**src/sv/imh_pkg.sv**
```systemverilog
// Shared types, constants and codes of the indexed min-heap.
package imh_pkg;

  localparam int ID_N = 256;
  localparam int CAPACITY_DEF = 256;
  localparam int CNT_W = 9;
  localparam int IDX_W = 9;
  localparam int ID_W = 8;
  localparam int PRIO_W = 32;
  localparam logic [CNT_W-1:0] ABSENT_MARK = 9'd256;

  typedef enum logic [1:0] {
    CMD_INSERT   = 2'd0,
    CMD_EXTRACT  = 2'd1,
    CMD_DECREASE = 2'd2,
    CMD_QUERY    = 2'd3
  } cmd_e;

  typedef enum logic [2:0] {
    ST_OK         = 3'd0,
    ST_EMPTY      = 3'd1,
    ST_FULL       = 3'd2,
    ST_ABSENT     = 3'd3,
    ST_NOT_LOWER  = 3'd4,
    ST_PRESENT    = 3'd5
  } status_e;

  typedef enum logic [3:0] {
    S_IDLE,
    S_LOOK,
    S_DEC_RD,
    S_UP_CHK,
    S_UP_CMP,
    S_DN_RD,
    S_DN_CMP,
    S_DONE
  } state_e;

  typedef struct packed {
    logic signed [PRIO_W-1:0] prio;
    logic [ID_W-1:0]          id;
  } entry_t;

  typedef struct packed {
    logic             en;
    logic [IDX_W-1:0] addr;
    entry_t           data;
  } heap_wr_t;

  typedef struct packed {
    logic             en;
    logic [ID_W-1:0]  id;
    logic [IDX_W-1:0] slot;
  } pos_wr_t;

endpackage

```
**src/sv/imh_pos_table.sv**
```systemverilog
// Position table: heap slot of every id, with valid bits that reset marks absent.
module imh_pos_table (
  input  logic                      clk_i,
  input  logic                      rst_ni,
  input  logic [imh_pkg::ID_W-1:0]  rd_id_i,
  output logic [imh_pkg::CNT_W-1:0] rd_slot_o,
  input  imh_pkg::pos_wr_t          wr_i,
  input  logic                      clr_en_i,
  input  logic [imh_pkg::ID_W-1:0]  clr_id_i
);

  logic [imh_pkg::IDX_W-1:0] mem_q [imh_pkg::ID_N];
  logic [imh_pkg::ID_N-1:0]  valid_q;
  logic [imh_pkg::IDX_W-1:0] data_q;
  logic                      rvalid_q;

  always_ff @(posedge clk_i) begin
    if (wr_i.en) begin
      mem_q[wr_i.id] <= wr_i.slot;
    end
    data_q <= mem_q[rd_id_i];
  end

  always_ff @(posedge clk_i or negedge rst_ni) begin
    if (!rst_ni) begin
      valid_q  <= '0;
      rvalid_q <= 1'b0;
    end else begin
      rvalid_q <= valid_q[rd_id_i];
      if (wr_i.en) begin
        valid_q[wr_i.id] <= 1'b1;
      end
      if (clr_en_i) begin
        valid_q[clr_id_i] <= 1'b0;
      end
    end
  end

  assign rd_slot_o = rvalid_q ? imh_pkg::CNT_W'(data_q) : imh_pkg::ABSENT_MARK;

endmodule

```
**config.mk**
```make
export PLATFORM = sky130hd
export DESIGN_NAME = imh_pos_table
export DESIGN_NICKNAME = d
export VERILOG_FILES = /design/src/sv/imh_pkg.sv /design/src/sv/imh_pos_table.sv
export SDC_FILE = /design/constraint.sdc
export NUM_CORES = 2
export LEC_CHECK = 0
export ABC_AREA = 0
export BUFFER_PORTS_ARGS = -buffer_cell sky130_fd_sc_hd__buf_2
export CELL_PAD_IN_SITES_DETAIL_PLACEMENT = 0
export CELL_PAD_IN_SITES_GLOBAL_PLACEMENT = 1
export CORE_UTILIZATION = 35
export DETAILED_ROUTE_END_ITERATION = 6
export PLACE_DENSITY_LB_ADDON = 0.1
export SKIP_CTS_REPAIR_TIMING = 1
export SYNTH_ARGS = -nofsm -noshare
export SYNTH_HDL_FRONTEND = slang
export SYNTH_SLANG_ARGS = --single-unit
```
**constraint.sdc**
```tcl
create_clock -name clk_i -period 5.5 [get_ports clk_i]
set_clock_uncertainty 0.1 [all_clocks]
set_input_delay 0 -clock clk_i [delete_from_list [all_inputs] [get_ports clk_i]]
set_output_delay 0 -clock clk_i [all_outputs]
set_load 0.02 [all_outputs]
```
==> out/metrics.yaml <==
detailed_routing:
  vias: 54252
  ant_nets: 0
  drt_pass1_iterations: 6
  avgViaCountPerCell: 5.657
  drt_drc_violations_left: 0
  drt_iter0_markers: 5894
  wl_per_cell_um: 35.19
  routed_wl_um: 337500
clock_tree:
  cts_tree: "done"
  insertion_delay_ns: 0.92
  clkTransAtPathRegs_ns: 0.06
  clk_path_buf_depth: 4
  cts_root_buf: "clkbuf_16"
  numCtsBuffers: 295
  clock_sinks: 2570
  htreeDepth: 5
die:
  pin_count: 46
  die_height_um: 539.4
  start_util: 0.3532
  dieWidth_um: 539.4
  fp.dieArea_um2: 290900
  coreArea_um2: 286200
  fp-row-count: 196
cells_and_area:
  fin_util: 0.4102
  syn_to_final_growth_pct: 16.14
  nets: 5609
  finalInstanceArea_um2: 117400
  drive_gt1_frac: 0.2337
placement:
  portBuffers: 45
  routabilityCongestion: 0.8395
  placed_area_um2: 107200
  dpl.hpwl_um: 208100
worst_setup_path:
  required_ns: 6.20
  worstPathMaxFanout: 66
  critPathLaunchType: "primary input"
  r2r_cells: 7
  reg2reg_slack_ns: 1.90
  path_class: "in -> reg"
  cp_slowest_stage_delay_ns: 1.28
  critical_path.cell_chain: "buf_8 -> buf_12 -> mux4_2 -> mux2i_1 -> a21o_1 -> a21oi_1 -> nor4_1 -> buf_4 -> nor4_2"
  r2r-start: "mem_q[218][0]"
  end_kind: "flop"
  r2r_end: "data_q[0]"
  cp_slowest_cell: "nor4_1"
  cp_top_family: "buffers and inverters"
  cp.buffers_inverters: 3
  arrival_ns: 4.43
global_routing:
  first_global_vias: 54529
  grt_max_degree: 157
  grt.total_usage: 0.2289
  globalRouteOverflowTotal: 0
  antenna_found_initial: 37
  grt_pass1_wl_um: 462800
flow_run:
  maxCapViolations: 1
synth:
  yosys_warnings: 0
  synth-edff-count: 2304
  synthesis.nets: 5230
  yosys_most_used_dff: "edfxtp_1"
  yosys.area.top_type: "edfxtp_1"
  synth_cells: 5193
  syn-cell-area_um2: 101100
  synth_seq_cells: 2570
  synth_top_area_frac: 0.6845
  ys_types: 62
  syn_avg_cell_area_um2: 19.46
  synthTopCellsByCount: "edfxtp_1 (2304), mux4_2 (493), nor2_1 (410)"
  yosysSeqAreaShare: 0.7499
  synth.most_common_cell: "edfxtp_1"
  async_flop_share: 0.1000
  synthTopCellsByArea: "edfxtp_1 (68%), mux4_2 (11%), dfrtp_1 (6.4%)"
pwr:
  seq_power_share: 0.491
  switching_share: 0.2274
  power_frac_clock: 0.452
  power_frac_comb: 0.057
  peakVddDrop_uv: 244.2
  p_sw_mw: 10.02
  power.leakage_nw: 38.69
  powerDensity_nw_per_um2: 375.3
  p_int_mw: 34.04
timing:
  finalHoldViolations: 0
  tns_ns: 0
  setup_viol: 0
  fmaxAchievable_ghz: 0.2681
  post-route-period-util: 0.6782
  maxSlewHeadroom: -0.01882
  worst_slew_pin_slew_ns: 1.514
  rsz0062_at_grt: "false"
  period_needed_ns: 3.730
  finalMaxSlewViolations: 2
hold_path:
  hp-class: "in -> reg"
  hold_start: "rd_id_i[4]"
  whs_endpoint: "rvalid_q"
  whs_path_depth: 4
status:
  violations: "max-capacitance violations, max-slew violations"
  status: "complete, but fails checks"
[state kept, by name (all words and copies together) (netlist names)]
name,count
mem_q,2304
valid_q,256
data_q,9
rvalid_q,1
[stage by stage]
stage	total power, mW	setup WS, ns	hold WS, ns	instances
3_3_place_gp	24.51	-0.01699	-0.01733	8991
2_1_floorplan	23.23	3.465	-0.3956	5193
4_1_cts	44.43	1.874	-0.9807	9536
6_report	44.06	1.770	0.02210	9591
3_5_place_dp	24.53	0.8710	-0.01449	8996
5_1_grt	45.28	1.882	0.008904	9578
[cells by family after synthesis]
group / count (synthesis) / synth area share
AOI/OAI and AO/OA: 789 / 0.05571
and+or+nand+nor: 697 / 0.03059
muxes: 803 / 0.1434
buffers and inverters: 334 / 0.02033
DFF: 2570 / 0.7499
[power by group through the flow]
stage	Sequential (mW)	Clock, mW	Combinational [mW]
floorplan	21.9	0	1.28
global placement	22.0	0	2.49
detailed placement	22.0	0	2.52
CTS	21.6	20.3	2.52
global route	21.6	21.0	2.64
finish	21.6	19.9	2.52
[final cells by class]
| type | count | area [um2] |
|---|---|---|
| antenna | 14 | 35.03 |
| clock buffer | 386 | 8021 |
| clock inverter | 154 | 1702 |
| fill | 25316 | 168800 |
| inverter | 5 | 23.77 |
| multi-input combinational | 2289 | 23520 |
| sequential | 2570 | 75800 |
| tap | 3762 | 4707 |
| timing repair buffer | 411 | 3573 |
[placed cells by master, fill, tap and decap left out, drive strengths merged, types with 7 or more instances in the layout]
| cell type | instances |
|---|---|
| o221ai | 77 |
| a22oi | 85 |
| a21oi | 250 |
| nor4 | 28 |
| dfrtp | 257 |
| a211o | 7 |
| a31oi | 17 |
| dlygate4sd3 | 38 |
| o22ai | 48 |
| and2 | 19 |
| mux2i | 292 |
| a211oi | 21 |
| mux4 | 511 |
| a21o | 11 |
| nor2b | 19 |
| a22o | 13 |
| o21ai | 21 |
| clkbuf | 386 |
| inv | 19 |
| o22a | 13 |
| nand2 | 93 |
| nor2 | 411 |
| dfxtp | 9 |
| buf | 373 |
| edfxtp | 2304 |
| bufinv | 29 |
| o2bb2ai | 9 |
| nor3 | 43 |
| a221oi | 23 |
| nand3 | 26 |
| nand2b | 14 |
| a2bb2oi | 156 |
| nand4 | 13 |
| clkinvlp | 10 |
| clkinv | 101 |
| diode | 14 |
[how the worst max path moves through the flow]
stage,slack [ns],endpoint,start,cells after the start
final,1.77,data_q[0],rd_id_i[0],9
after global routing,1.88,data_q[0],rd_id_i[0],9
after CTS,1.87,data_q[0],rd_id_i[0],9
after detailed placement,0.87,data_q[0],rd_id_i[0],9
after global placement,-0.02,data_q[5],rd_id_i[0],10
after floorplan,3.46,data_q[1],rd_id_i[0],10
[worst min-delay path, stage by stage]
cell and delay [ns]:
buf_4 0.33, o21ai_0 0.17, nor4b_1 0.19, nor4_1 0.25
[layer usage]
metal / vias up / global-route usage / wire (um)
li1: 22250 / - / -
met1: 29659 / 0.3288 / 150700
met2: 1864 / 0.3585 / 157300
met3: 467 / 0.04131 / 20700
met4: 12 / 0.05896 / 8727
met5: - / 0 / 78
Note: power is estimated with default switching activity, not from simulation.
